`src/hw/rtl/rcwed_pkg.sv`:
```
// shared constants and types of the roi color window event detector
// depends on nothing; imported by the top level and its checker

package rcwed_pkg;

    localparam int DEF_MAX_REGION_PIXELS = 4096;
    localparam int DEF_HISTORY_DEPTH     = 16;
    localparam int DEF_FRACTION_BITS     = 8;

    localparam int PIX_W      = 8;
    localparam int PIX_MAX    = (1 << PIX_W) - 1;
    localparam int TIME_W     = 24;
    localparam int COUNT_W    = 16;
    localparam int SMOOTH_W   = 5;
    localparam int NUM_CH     = 3;
    localparam int APB_ADDR_W = 5;
    localparam int APB_DATA_W = 32;

    localparam logic [23:0]         RST_RED_THR     = 24'd9866882;
    localparam logic [15:0]         RST_GREEN_WIN   = 16'd35960;
    localparam logic [15:0]         RST_BLUE_WIN    = 16'd29545;
    localparam logic [SMOOTH_W-1:0] RST_SMOOTH      = 5'd10;
    localparam logic [TIME_W-1:0]   RST_OPEN_TIME   = 24'd8060;
    localparam logic [TIME_W-1:0]   RST_CLOSE_TIME  = 24'd388860;
    localparam logic [TIME_W-1:0]   RST_DISP_OFFSET = 24'd8110;

    typedef enum logic [2:0] {
        REG_RED_THR     = 3'd0,
        REG_GREEN_WIN   = 3'd1,
        REG_BLUE_WIN    = 3'd2,
        REG_SMOOTH      = 3'd3,
        REG_OPEN_TIME   = 3'd4,
        REG_CLOSE_TIME  = 3'd5,
        REG_DISP_OFFSET = 3'd6
    } reg_idx_t;

endpackage

```
`src/hw/rtl/rcwed_ram.sv`:
```
// generic single-clock ram, one write port and one registered read port
// no dependencies

module rcwed_ram #(
    parameter int WIDTH = 48,
    parameter int DEPTH = 16,
    localparam int AW   = (DEPTH > 1) ? $clog2(DEPTH) : 1
) (
    input  logic             clk,
    input  logic             we,
    input  logic [AW-1:0]    waddr,
    input  logic [WIDTH-1:0] wdata,
    input  logic             re,
    input  logic [AW-1:0]    raddr,
    output logic [WIDTH-1:0] rdata
);

    logic [WIDTH-1:0] mem [DEPTH];

    always_ff @(posedge clk)
    begin
        if (we)
        begin
            mem[waddr] <= wdata;
        end
        if (re)
        begin
            rdata <= mem[raddr];
        end
    end

endmodule

```
`src/hw/rtl/roi_color_window_event_detector.sv`:
```
// top level of the roi color window event detector
// depends on rcwed_pkg and rcwed_ram (frame mean history)
//
// Usage:
//   Input channel (in_valid/in_ready): one region pixel per item with
//   last_of_frame and frame_time_ms. Pixels that are not last are taken one
//   per cycle and only update the per-frame sums; they give no result.
//   After the last pixel of a frame the block drops in_ready while it
//   divides the sums (one quotient bit per cycle, all three channels at once),
//   writes the means to the history ram, reads back the history_fill newest
//   entries (one ram read a cycle), divides the rounded sum by the fill count
//   and tests the color windows. Each division yields SUM_W + FRACTION_BITS
//   quotient bits, 28 at the default parameters, and in_ready returns in the
//   cycle in which the result appears.
//   Output channel (out_valid/out_ready): one item per frame, held in an
//   output register. Pixels of the next frame are taken while it waits;
//   a stalled receiver only holds the block when the next frame closes.
//   Configuration: apb port, register i at byte address 4*i, pready always
//   high; write only while the block is idle.
//   Reset: asynchronous, clears sums, history pointer and fill, latch and
//   counter, and loads the default register values; the ram needs no clear.

module roi_color_window_event_detector
    import rcwed_pkg::*;
#(
    parameter int MAX_REGION_PIXELS = DEF_MAX_REGION_PIXELS,
    parameter int HISTORY_DEPTH     = DEF_HISTORY_DEPTH,
    parameter int FRACTION_BITS     = DEF_FRACTION_BITS
) (
    input  logic                  clk,
    input  logic                  rst_n,
    input  logic [PIX_W-1:0]      red,
    input  logic [PIX_W-1:0]      green,
    input  logic [PIX_W-1:0]      blue,
    input  logic                  last_of_frame,
    input  logic [TIME_W-1:0]     frame_time_ms,
    input  logic                  in_valid,
    output logic                  in_ready,
    output logic [PIX_W-1:0]      smoothed_red,
    output logic [PIX_W-1:0]      smoothed_green,
    output logic [PIX_W-1:0]      smoothed_blue,
    output logic                  evaluating,
    output logic                  event_fired,
    output logic [COUNT_W-1:0]    event_total,
    output logic [TIME_W-1:0]     event_time_ms,
    output logic                  out_valid,
    input  logic                  out_ready,
    input  logic                  psel,
    input  logic                  penable,
    input  logic                  pwrite,
    input  logic [APB_ADDR_W-1:0] paddr,
    input  logic [APB_DATA_W-1:0] pwdata,
    output logic [APB_DATA_W-1:0] prdata,
    output logic                  pready
);

    localparam int CNT_W  = $clog2(MAX_REGION_PIXELS + 1);
    localparam int SUM_W  = $clog2(MAX_REGION_PIXELS * PIX_MAX + 1);
    localparam int MEAN_W = PIX_W + FRACTION_BITS;
    localparam int PTR_W  = (HISTORY_DEPTH > 1) ? $clog2(HISTORY_DEPTH) : 1;
    localparam int K_W    = $clog2(HISTORY_DEPTH + 1);
    localparam int ACC_W  = MEAN_W + K_W;
    localparam int DVD_W  = SUM_W + FRACTION_BITS;
    localparam int DV_W   = (CNT_W > K_W) ? CNT_W : K_W;
    localparam int ITER_W = $clog2(DVD_W);
    localparam int MEM_W  = NUM_CH * MEAN_W;

    typedef enum logic [6:0] {
        S_ACC    = 7'b0000001,
        S_DIV1   = 7'b0000010,
        S_WR     = 7'b0000100,
        S_RD     = 7'b0001000,
        S_RDWAIT = 7'b0010000,
        S_DIV2   = 7'b0100000,
        S_EVAL   = 7'b1000000
    } state_t;

    state_t state_reg;

    logic [23:0]         red_thr_reg;
    logic [15:0]         green_win_reg;
    logic [15:0]         blue_win_reg;
    logic [SMOOTH_W-1:0] smooth_reg;
    logic [TIME_W-1:0]   open_time_reg;
    logic [TIME_W-1:0]   close_time_reg;
    logic [TIME_W-1:0]   disp_offset_reg;

    logic [SUM_W-1:0]  sum_reg [NUM_CH];
    logic [CNT_W-1:0]  count_reg;
    logic [PTR_W-1:0]  ptr_reg;
    logic [K_W-1:0]    fill_reg;
    logic              latch_reg;
    logic [COUNT_W-1:0] counter_reg;

    logic [DVD_W-1:0]  dvd_reg [NUM_CH];
    logic [DV_W-1:0]   rem_reg [NUM_CH];
    logic [DV_W-1:0]   dvs_reg;
    logic [ITER_W-1:0] iter_reg;
    logic [ACC_W-1:0]  acc_reg [NUM_CH];
    logic [PTR_W-1:0]  rd_addr_reg;
    logic [K_W-1:0]    rd_cnt_reg;
    logic              rd_pend_reg;
    logic [TIME_W-1:0] time_reg;

    logic               out_valid_reg;
    logic [PIX_W-1:0]   smoothed_red_reg;
    logic [PIX_W-1:0]   smoothed_green_reg;
    logic [PIX_W-1:0]   smoothed_blue_reg;
    logic               evaluating_reg;
    logic               event_fired_reg;
    logic [TIME_W-1:0]  event_time_reg;

    logic [PIX_W-1:0]  pix [NUM_CH];
    logic [SUM_W-1:0]  sum_add [NUM_CH];
    logic [CNT_W-1:0]  count_add;
    logic              count_room;
    logic [DV_W:0]     rem_sh [NUM_CH];
    logic              step_ge [NUM_CH];
    logic [DV_W-1:0]   rem_next [NUM_CH];
    logic [DVD_W-1:0]  dvd_next [NUM_CH];
    logic [ACC_W-1:0]  acc_add [NUM_CH];
    logic [K_W-1:0]    k_eff;
    logic              in_fire;
    logic              cfg_wr;
    logic              result_fire;
    logic              iter_done;

    logic              mem_we;
    logic [MEM_W-1:0]  mem_wdata;
    logic              mem_re;
    logic [MEM_W-1:0]  mem_rdata;

    logic [PIX_W-1:0]  sr, sg, sb;
    logic              win_open;
    logic              red_in;
    logic              color_match;

    assign pix[0] = red;
    assign pix[1] = green;
    assign pix[2] = blue;

    assign in_ready    = (state_reg == S_ACC);
    assign in_fire     = in_valid && in_ready;
    assign cfg_wr      = psel && penable && pwrite && pready;
    assign pready      = 1'b1;
    assign result_fire = (state_reg == S_EVAL) && (!out_valid_reg || out_ready);
    assign iter_done   = (iter_reg == ITER_W'(DVD_W - 1));
    assign count_room  = (count_reg < CNT_W'(MAX_REGION_PIXELS));
    assign count_add   = count_room ? count_reg + CNT_W'(1) : count_reg;

    always_comb
    begin
        for (int c = 0; c < NUM_CH; c++)
        begin
            sum_add[c]  = count_room ? sum_reg[c] + SUM_W'(pix[c]) : sum_reg[c];
            rem_sh[c]   = {rem_reg[c], dvd_reg[c][DVD_W-1]};
            step_ge[c]  = (rem_sh[c] >= {1'b0, dvs_reg});
            rem_next[c] = step_ge[c] ? DV_W'(rem_sh[c] - {1'b0, dvs_reg})
                                     : rem_sh[c][DV_W-1:0];
            dvd_next[c] = {dvd_reg[c][DVD_W-2:0], step_ge[c]};
            acc_add[c]  = acc_reg[c] + (rd_pend_reg ?
                          ACC_W'(mem_rdata[c*MEAN_W +: MEAN_W]) : ACC_W'(0));
        end
    end

    always_comb
    begin
        if (smooth_reg == '0)
        begin
            k_eff = K_W'(1);
        end
        else if (int'(smooth_reg) > HISTORY_DEPTH)
        begin
            k_eff = K_W'(HISTORY_DEPTH);
        end
        else
        begin
            k_eff = K_W'(smooth_reg);
        end
    end

    // history ram
    assign mem_we    = (state_reg == S_WR);
    assign mem_wdata = {dvd_reg[2][MEAN_W-1:0], dvd_reg[1][MEAN_W-1:0],
                        dvd_reg[0][MEAN_W-1:0]};
    assign mem_re    = (state_reg == S_RD);

    rcwed_ram #(
        .WIDTH (MEM_W),
        .DEPTH (HISTORY_DEPTH)
    ) u_history (
        .clk   (clk),
        .we    (mem_we),
        .waddr (ptr_reg),
        .wdata (mem_wdata),
        .re    (mem_re),
        .raddr (rd_addr_reg),
        .rdata (mem_rdata)
    );

    // event rule
    assign sr = dvd_reg[0][PIX_W-1:0];
    assign sg = dvd_reg[1][PIX_W-1:0];
    assign sb = dvd_reg[2][PIX_W-1:0];

    assign win_open    = (time_reg > open_time_reg) && (time_reg < close_time_reg);
    assign red_in      = (sr >= red_thr_reg[7:0]) && (sr <= red_thr_reg[23:16]);
    assign color_match = !latch_reg && (sr < red_thr_reg[15:8])
                         && (sg >= green_win_reg[7:0]) && (sg <= green_win_reg[15:8])
                         && (sb >= blue_win_reg[7:0]) && (sb <= blue_win_reg[15:8]);

    // control and state
    always_ff @(posedge clk or negedge rst_n)
    begin
        if (!rst_n)
        begin
            state_reg       <= S_ACC;
            red_thr_reg     <= RST_RED_THR;
            green_win_reg   <= RST_GREEN_WIN;
            blue_win_reg    <= RST_BLUE_WIN;
            smooth_reg      <= RST_SMOOTH;
            open_time_reg   <= RST_OPEN_TIME;
            close_time_reg  <= RST_CLOSE_TIME;
            disp_offset_reg <= RST_DISP_OFFSET;
            for (int c = 0; c < NUM_CH; c++)
            begin
                sum_reg[c] <= '0;
            end
            count_reg     <= '0;
            ptr_reg       <= '0;
            fill_reg      <= '0;
            latch_reg     <= 1'b0;
            counter_reg   <= '0;
            iter_reg      <= '0;
            rd_cnt_reg    <= '0;
            rd_pend_reg   <= 1'b0;
            out_valid_reg <= 1'b0;
        end
        else
        begin
            if (cfg_wr)
            begin
                case (reg_idx_t'(paddr[4:2]))
                    REG_RED_THR:     red_thr_reg     <= pwdata[23:0];
                    REG_GREEN_WIN:   green_win_reg   <= pwdata[15:0];
                    REG_BLUE_WIN:    blue_win_reg    <= pwdata[15:0];
                    REG_SMOOTH:      smooth_reg      <= pwdata[SMOOTH_W-1:0];
                    REG_OPEN_TIME:   open_time_reg   <= pwdata[TIME_W-1:0];
                    REG_CLOSE_TIME:  close_time_reg  <= pwdata[TIME_W-1:0];
                    REG_DISP_OFFSET: disp_offset_reg <= pwdata[TIME_W-1:0];
                    default:         ;
                endcase
            end

            if (out_valid_reg && out_ready && !result_fire)
            begin
                out_valid_reg <= 1'b0;
            end

            rd_pend_reg <= mem_re;

            case (state_reg)
                S_ACC:
                begin
                    if (in_fire)
                    begin
                        if (last_of_frame)
                        begin
                            for (int c = 0; c < NUM_CH; c++)
                            begin
                                sum_reg[c] <= '0;
                            end
                            count_reg <= '0;
                            fill_reg  <= (fill_reg >= k_eff) ? k_eff : fill_reg + K_W'(1);
                            iter_reg  <= '0;
                            state_reg <= S_DIV1;
                        end
                        else
                        begin
                            for (int c = 0; c < NUM_CH; c++)
                            begin
                                sum_reg[c] <= sum_add[c];
                            end
                            count_reg <= count_add;
                        end
                    end
                end
                S_DIV1:
                begin
                    iter_reg <= iter_reg + ITER_W'(1);
                    if (iter_done)
                    begin
                        state_reg <= S_WR;
                    end
                end
                S_WR:
                begin
                    ptr_reg    <= (ptr_reg == PTR_W'(HISTORY_DEPTH - 1)) ? '0
                                                                          : ptr_reg + PTR_W'(1);
                    rd_cnt_reg <= '0;
                    state_reg  <= S_RD;
                end
                S_RD:
                begin
                    rd_cnt_reg <= rd_cnt_reg + K_W'(1);
                    if (rd_cnt_reg + K_W'(1) == fill_reg)
                    begin
                        state_reg <= S_RDWAIT;
                    end
                end
                S_RDWAIT:
                begin
                    iter_reg  <= '0;
                    state_reg <= S_DIV2;
                end
                S_DIV2:
                begin
                    iter_reg <= iter_reg + ITER_W'(1);
                    if (iter_done)
                    begin
                        state_reg <= S_EVAL;
                    end
                end
                S_EVAL:
                begin
                    if (result_fire)
                    begin
                        out_valid_reg <= 1'b1;
                        if (win_open)
                        begin
                            if (red_in)
                            begin
                                if (color_match)
                                begin
                                    latch_reg <= 1'b1;
                                    if (counter_reg != {COUNT_W{1'b1}})
                                    begin
                                        counter_reg <= counter_reg + COUNT_W'(1);
                                    end
                                end
                            end
                            else
                            begin
                                latch_reg <= 1'b0;
                            end
                        end
                        state_reg <= S_ACC;
                    end
                end
                default:
                begin
                    state_reg <= S_ACC;
                end
            endcase
        end
    end

    // datapath
    always_ff @(posedge clk)
    begin
        case (state_reg)
            S_ACC:
            begin
                if (in_fire && last_of_frame)
                begin
                    for (int c = 0; c < NUM_CH; c++)
                    begin
                        dvd_reg[c] <= {sum_add[c], {FRACTION_BITS{1'b0}}};
                        rem_reg[c] <= '0;
                    end
                    dvs_reg  <= DV_W'(count_add);
                    time_reg <= frame_time_ms;
                end
            end
            S_DIV1, S_DIV2:
            begin
                for (int c = 0; c < NUM_CH; c++)
                begin
                    dvd_reg[c] <= dvd_next[c];
                    rem_reg[c] <= rem_next[c];
                end
            end
            S_WR:
            begin
                // rounding term, half of one unit per averaged frame
                for (int c = 0; c < NUM_CH; c++)
                begin
                    acc_reg[c] <= ACC_W'(fill_reg) << (FRACTION_BITS - 1);
                end
                rd_addr_reg <= ptr_reg;
            end
            S_RD:
            begin
                for (int c = 0; c < NUM_CH; c++)
                begin
                    acc_reg[c] <= acc_add[c];
                end
                rd_addr_reg <= (rd_addr_reg == '0) ? PTR_W'(HISTORY_DEPTH - 1)
                                                   : rd_addr_reg - PTR_W'(1);
            end
            S_RDWAIT:
            begin
                for (int c = 0; c < NUM_CH; c++)
                begin
                    dvd_reg[c] <= DVD_W'(acc_add[c][ACC_W-1:FRACTION_BITS]);
                    rem_reg[c] <= '0;
                end
                dvs_reg <= DV_W'(fill_reg);
            end
            S_EVAL:
            begin
                if (result_fire)
                begin
                    smoothed_red_reg   <= sr;
                    smoothed_green_reg <= sg;
                    smoothed_blue_reg  <= sb;
                    evaluating_reg     <= win_open;
                    event_fired_reg    <= win_open && red_in && color_match;
                    event_time_reg     <= (time_reg > disp_offset_reg) ?
                                          time_reg - disp_offset_reg : '0;
                end
            end
            default:
            begin
            end
        endcase
    end

    // register readback
    always_comb
    begin
        case (reg_idx_t'(paddr[4:2]))
            REG_RED_THR:     prdata = APB_DATA_W'(red_thr_reg);
            REG_GREEN_WIN:   prdata = APB_DATA_W'(green_win_reg);
            REG_BLUE_WIN:    prdata = APB_DATA_W'(blue_win_reg);
            REG_SMOOTH:      prdata = APB_DATA_W'(smooth_reg);
            REG_OPEN_TIME:   prdata = APB_DATA_W'(open_time_reg);
            REG_CLOSE_TIME:  prdata = APB_DATA_W'(close_time_reg);
            REG_DISP_OFFSET: prdata = APB_DATA_W'(disp_offset_reg);
            default:         prdata = '0;
        endcase
    end

    assign out_valid      = out_valid_reg;
    assign smoothed_red   = smoothed_red_reg;
    assign smoothed_green = smoothed_green_reg;
    assign smoothed_blue  = smoothed_blue_reg;
    assign evaluating     = evaluating_reg;
    assign event_fired    = event_fired_reg;
    assign event_total    = counter_reg;
    assign event_time_ms  = event_time_reg;

endmodule

```
`config.mk`:
```
export PLATFORM = sky130hd
export DESIGN_NAME = roi_color_window_event_detector
export DESIGN_NICKNAME = d
export VERILOG_FILES = /design/src/hw/rtl/rcwed_pkg.sv /design/src/hw/rtl/rcwed_ram.sv /design/src/hw/rtl/roi_color_window_event_detector.sv
export SDC_FILE = /design/constraint.sdc
export NUM_CORES = 2
export LEC_CHECK = 0
export ABC_AREA = 1
export CORE_MARGIN = 2
export CORE_UTILIZATION = 61
export DETAILED_ROUTE_END_ITERATION = 10
export DONT_BUFFER_PORTS = 1
export PLACE_DENSITY_LB_ADDON = 0.05
export RECOVER_POWER = 50
export SYNTH_ARGS = -nofsm -noshare
export SYNTH_HDL_FRONTEND = slang
export SYNTH_SLANG_ARGS = --single-unit
```
`constraint.sdc`:
```
create_clock -name clk -period 7.01 [get_ports clk]
set_input_delay 0.701 -clock clk [delete_from_list [all_inputs] [get_ports clk]]
set_output_delay 0.701 -clock clk [all_outputs]
set_load 0.03 [all_outputs]
```
; Word level (Yosys, flattened, before mapping)
; Memory sizes are Yosys's and may differ from the RTL's. A register that Yosys moved wholly into a read port is not among the register bits.
; Cells that the tools add are included.
; Widths: inputs -> output; s select.
[word_totals]
reg_bits = 342
ramBits = 954
wordCells = 212
memories = 4
[op_classes]
addsub = 17
magnitude_cmp = 16
n_eq_ne = 25
n_mux = 63
n_bitwise = 15
reduce_logical = 43
[mem_list]
columns = memory, words, word_bits, rd, rd_ports_with_merged_regs, wr, line
row1 = u_history.mem, 16, 48, 1, 1, 1, rcwed_ram.sv:18  ; logic [WIDTH-1:0] mem [DEPTH];
row2 = dvd_reg, 3, 28, 3, 0, 3, roi_color_window_event_detector.sv:95  ; logic [DVD_W-1:0] dvd_reg [NUM_CH];
row3 = acc_reg, 3, 21, 3, 0, 3, roi_color_window_event_detector.sv:99  ; logic [ACC_W-1:0] acc_reg [NUM_CH];
row4 = rem_reg, 3, 13, 3, 0, 3, roi_color_window_event_detector.sv:96  ; logic [DV_W-1:0] rem_reg [NUM_CH];
[op_table]
columns = cell, count
row1 = $mux 28, 6
row2 = $pmux 24 s7, 1
row3 = $mux 13, 12
row4 = $add 21x16->21, 3
row5 = $mux 21, 3
row6 = $add 20x8->20, 3
row7 = $mux 20, 3
row8 = $mux 60, 1
row9 = $pmux 7 s7, 1
row10 = $gt 24x24->1, 2
row11 = $mux 16, 3
row12 = $ge 14x13->1, 3
row13 = $mux 7, 6
row14 = $sub 13x13->13, 3
row15 = $pmux 13 s2, 1
row16 = $mux 5, 5
row17 = $ge 8x8->1, 3
row18 = $le 8x8->1, 3
row19 = $lt 24x24->1, 1
row20 = $sub 24x24->24, 1
row21 = $reduce_and 2->1, 11
row22 = $add 16x1->16 const B, 1
row23 = $logic_and 1x1->1, 16
row24 = $mux 1, 16
row25 = 40 further kinds, 71

; Depth between registers and ports, before layout
; An unclocked memory read counts as a cell.
[depth]
depth_word = 9
mapped_depth = 17
depth_no_buf = 16

; Cells and area by module
; A second synthesis with hierarchy kept.
[unflattened]
hier_cells = 7295
area_unflattened_um2 = 67931.4
[by_module_without_submodules]
columns = mod, n_inst, cells_each, area_each_um2, seq_area_each_um2
row1 = rcwed_ram, 1, 3165, 34469.3, 24503.5
row2 = roi_color_window_event_detector, 1, 4130, 33462.1, 14677.8

; Worst setup path after synthesis
; No wires, ideal clock.
[synth_path]
path_kind = register -> register
startpoint = register state_reg[5]
endpoint = memory u_history.mem[11][0], enable pin
setup_ns = 0.454
arrival_time_ns = 3.280
required_ns = 6.556
path_slack_ns = 3.276
stages_incl_launch_ff = 8
path_buffers = 0
path_cell_list = dfrtp_1 inv_1 nand2_2 nor2_4 inv_2 nor4_4 nand2_1 nor2_1
[synth_via]
elab_chain_len = 3
[synth_rtl]
columns = item, line
row1 = start: declaration, roi_color_window_event_detector.sv:78  ; state_t state_reg;
row2 = start signal: assignment, roi_color_window_event_detector.sv:217  ; state_reg <= S_ACC;
row3 = start signal: assignment, roi_color_window_event_detector.sv:276  ; state_reg <= S_DIV1;
row4 = start signal: assignment, roi_color_window_event_detector.sv:293  ; state_reg <= S_WR;
row5 = $eq 7x3->1, roi_color_window_event_detector.sv:183  ; assign mem_we = (state_reg == S_WR);
row6 = $mux 1, rcwed_ram.sv:22  ; if (we)
row7 = $mux 1 (not written as such), rcwed_ram.sv:24  ; mem[waddr] <= wdata;
row8 = end: declaration, rcwed_ram.sv:18
; No other way between the ends.

; Final worst setup path
[layout_path]
startpoint = register state_reg[2]
endpoint = register dvs_reg[10], enable pin
[layout_via]
elab_chain_len = 5
[layout_rtl]
columns = item, line
row1 = $eq 7x1->1, "roi_color_window_event_detector.sv:142, roi_color_window_event_detector.sv:361"
row2 = $logic_and 1x1->1, roi_color_window_event_detector.sv:143  ; assign in_fire = in_valid && in_ready;
row3 = $logic_and 1x1->1, roi_color_window_event_detector.sv:364  ; if (in_fire && last_of_frame)
row4 = $ne 2x1->1 (no line), n/a
row5 = $reduce_and 2->1 (no line) *, n/a
row6 = end signal: assignment, roi_color_window_event_detector.sv:371  ; dvs_reg <= DV_W'(count_add);
row7 = end signal: assignment, roi_color_window_event_detector.sv:408  ; dvs_reg <= DV_W'(fill_reg);
row8 = end: declaration, roi_color_window_event_detector.sv:97  ; logic [DV_W-1:0] dvs_reg;
; Mark *: on every way between the ends. The rest lies on a longest branch, timed or not.
; A chain may end at the register's enable or synchronous reset.

==> flow_summary_export.csv <==
group,metric,value,unit
run_status,status,"complete, but fails checks",
run_status,violations,"max-capacitance violations, max-slew violations",
detailed_routing,drc_errors,0,
clocking,clk_pin_slew,70,ps
grt,grt_usage,32.30,%
floorplanning,fp.dieH,329.7,um
worst_hold_path,hp-class,"in -> reg",
critical_path,cp-end-kind,"register",
final_layout,largest_reg_flops,768,
synthesis,synthFlopType,"edfxtp_1",
detailed_routing,routedWlPerCell,22.67,um
grt,grt_pass1_vias,44710,
placement,dpl.hpwl,107.8,mm
power,power.leakage,27.56,nW
critical_path,crit_type,"reg -> reg",
grt,grt_max_degree,252,
floorplanning,io_pins,194,
final_layout,insertedDiodeCount,0,
synthesis,synth_edf_count,1093,
timing,setup_tns,0,ps
clocking,cts_buffer_depth,3,
power,p_total,24.22,mW
critical_path,critical_path_required,7380,ps
detailed_routing,post_drt_via_cell_ratio,6.058,
placement,io_buffers,0,
synthesis,synth_top_area_share,50.73,%
synthesis,synth_most_common_cell,"nand2_1",
power,powerDensity,344.7,nW/um2
timing,maxSlewViolCount,304,
grt,grt_overflow,0,
clocking,holdBufCountCts,1,
detailed_routing,drtIter0Drc,4976,
synthesis,synthArstFlopShare,18.68,%
critical_path,startpoint_type,"register",
clocking,root_buffer,"clkbuf_16",
placement,gp_congestion,0.9378,
final_layout,area_growth,8.582,%
final_layout,num-nets-final,6593,
detailed_routing,drtAntennaViolNets,0,
final_layout,fin_util,66.74,%
timing,slew-limit-headroom,-103.5,%
synthesis,avgSynthCellArea,10.27,um2
synthesis,synth_cells,6300,
floorplanning,dieArea,108700,um2
synthesis,ys_ff_latch,1344,
floorplanning,initial_utilization,61.46,%
clocking,htree_levels,4,
clocking,clk_latency,750,ps
synthesis,ys_seq_area_share,60.56,%
power,ir_drop,0.3411,mV
timing,fin_ws,2203,ps
detailed_routing,drt_wl_total,175.5,mm
flow_run,cap_violations,9,
grt,grt_pass1_wl,264.9,mm
floorplanning,num_rows,119,
grt,antenna_found_initial,3,
synthesis,ys_types,62,
clocking,post_cts_resized,0,
timing,worst_pin_slew,3042,ps
synthesis,synth_area_leaders,"edfxtp_1 (51%), dfrtp_1 (7.3%), nand2_1 (6.9%), o21ai_0 (5.8%), ha_1 (4.9%)",
floorplanning,fp.coreArea,105300,um2
clocking,tritoncts,"yes",
final_layout,drive_gt1_share,5.890,%
clocking,cts_inserted_buffers,141,
timing,clock_skew,23.21,ps
clocking,cts_setup_buffers,0,
timing,finalSetupViolations,0,
timing,hold_viol,0,
synthesis,synth_area,64700,um2
floorplanning,fp.dieW,329.7,um
timing,fin_crit_sh,68.58,%
timing,rsz0062_at_grt,"no",
synthesis,yosys.area.top_type,"edfxtp_1",
detailed_routing,drt-pass1-iter-count,6,
timing,period_minus_slack,4807,ps
detailed_routing,num_vias,46890,
timing,clock.fmax,208.0,MHz
clocking,clkSinkCount,1344,
critical_path,arrival,5180,ps
synthesis,yosys_warnings,0,
synthesis,ys_top_cells_by_count,"nand2_1 (1184), edfxtp_1 (1093), o21ai_0 (745)",
critical_path,crit_fanout,31,
placement,pre_cts_ws,3462,ps
[per-layer routing]
layer	vias up	track usage, %	wire length (um)	share of wire, %
met5	-	0	9	0.0051
met4	2	10.29	5421	3.1
met3	300	4.702	13200	7.5
met2	1897	52.07	82000	47
met1	22720	45.65	74820	43
li1	21970	-	-	-
[critical path: stages (launching register included)]
cell	delay (ps)
dfrtp_1	390
nor2_1	240
nand2_1	180
nor4_4	160
clkbuf_1	1450
inv_1	1160
nand2_1	810
[final cells by class]
type,instances,area [um2]
clock buffer,174,3714
multi-input combinational,4123,22210
timing repair buffer,61,476.7
clock inverter,82,797.0
tap,1391,1740
fill,8069,35010
sequential,1344,39180
inverter,566,2136
[final timing paths]
kind / from / end / slack [ps] / cells after the start
setup / recovery: state_reg[2] / dvs_reg[10] / 2200 / 6
hold / removal: frame_time_ms[10] / time_reg[10] / 50 / 0
setup reg to reg: state_reg[2] / dvs_reg[10] / 2200 / 6
hold reg to reg: green_win_reg[9] / green_win_reg[9] / 490 / 2
max in group asynchronous: rst_n / green_win_reg[9] / 5120 / 3
min in group asynchronous: rst_n / count_reg[5] / 540 / 2
[power by group]
part           switching, mW  internal [mW]  total (mW)  leakage, nW
Combinational           3.89           1.73        5.62         12.4
Sequential              1.09           10.2        11.3         13.0
Clock                   3.14           4.16        7.30         2.18
Total                   8.12           16.1        24.2         27.6
[logic make-up after synthesis]
kind of cell             after synthesis  share of synthesized area, %
AND/OR/NAND/NOR                     2329                         14.86
AO/OA/AOI/OAI                       1423                         12.85
flip-flops                          1344                         60.56
buffers and inverters                840                         5.181
adder cells (fa/ha/maj)              263                         5.202
XOR/XNOR                              99                         1.340
other                                  2                       0.01161
[per-stage QoR]
stage               std cells  area (um2)  hold WS (ps)
floorplan                6307       64730         405.4
global placement         7482       65860         411.7
detailed placement       7482       65860         411.6
CTS                      7739       70400         4.935
global route             7741       70250         17.55
finish                   7741       70250         45.21
[layout by cell type (no fill, tap or decap), types with 10 or more instances in the layout]
cell type,synthesis,routed
a21o_1,26,26
a21oi_1,234,234
a221oi_1,11,11
a22oi_1,15,15
buf_4,21,43
bufinv_16,0,10
clkbuf_1,175,41
clkbuf_16,0,142
clkinv_1,5,30
clkinv_2,0,22
dfrtp_1,188,187
dfstp_2,63,62
edfxtp_1,1093,1093
fa_1,10,10
ha_1,253,253
inv_1,546,548
inv_2,15,10
nand2_1,1184,1187
nand3_1,230,230
nand3b_1,24,24
nand4_1,66,67
nor2_1,723,714
nor2_4,3,14
nor3_1,45,47
nor4_1,11,13
o211ai_1,52,52
o21a_1,18,18
o21ai_0,745,745
o21ai_1,17,17
o21bai_1,16,16
o221ai_1,156,156
o22ai_1,87,87
or2_2,14,14
xnor2_1,33,33
xor2_1,66,66
Power figures use the tool's default switching activity.
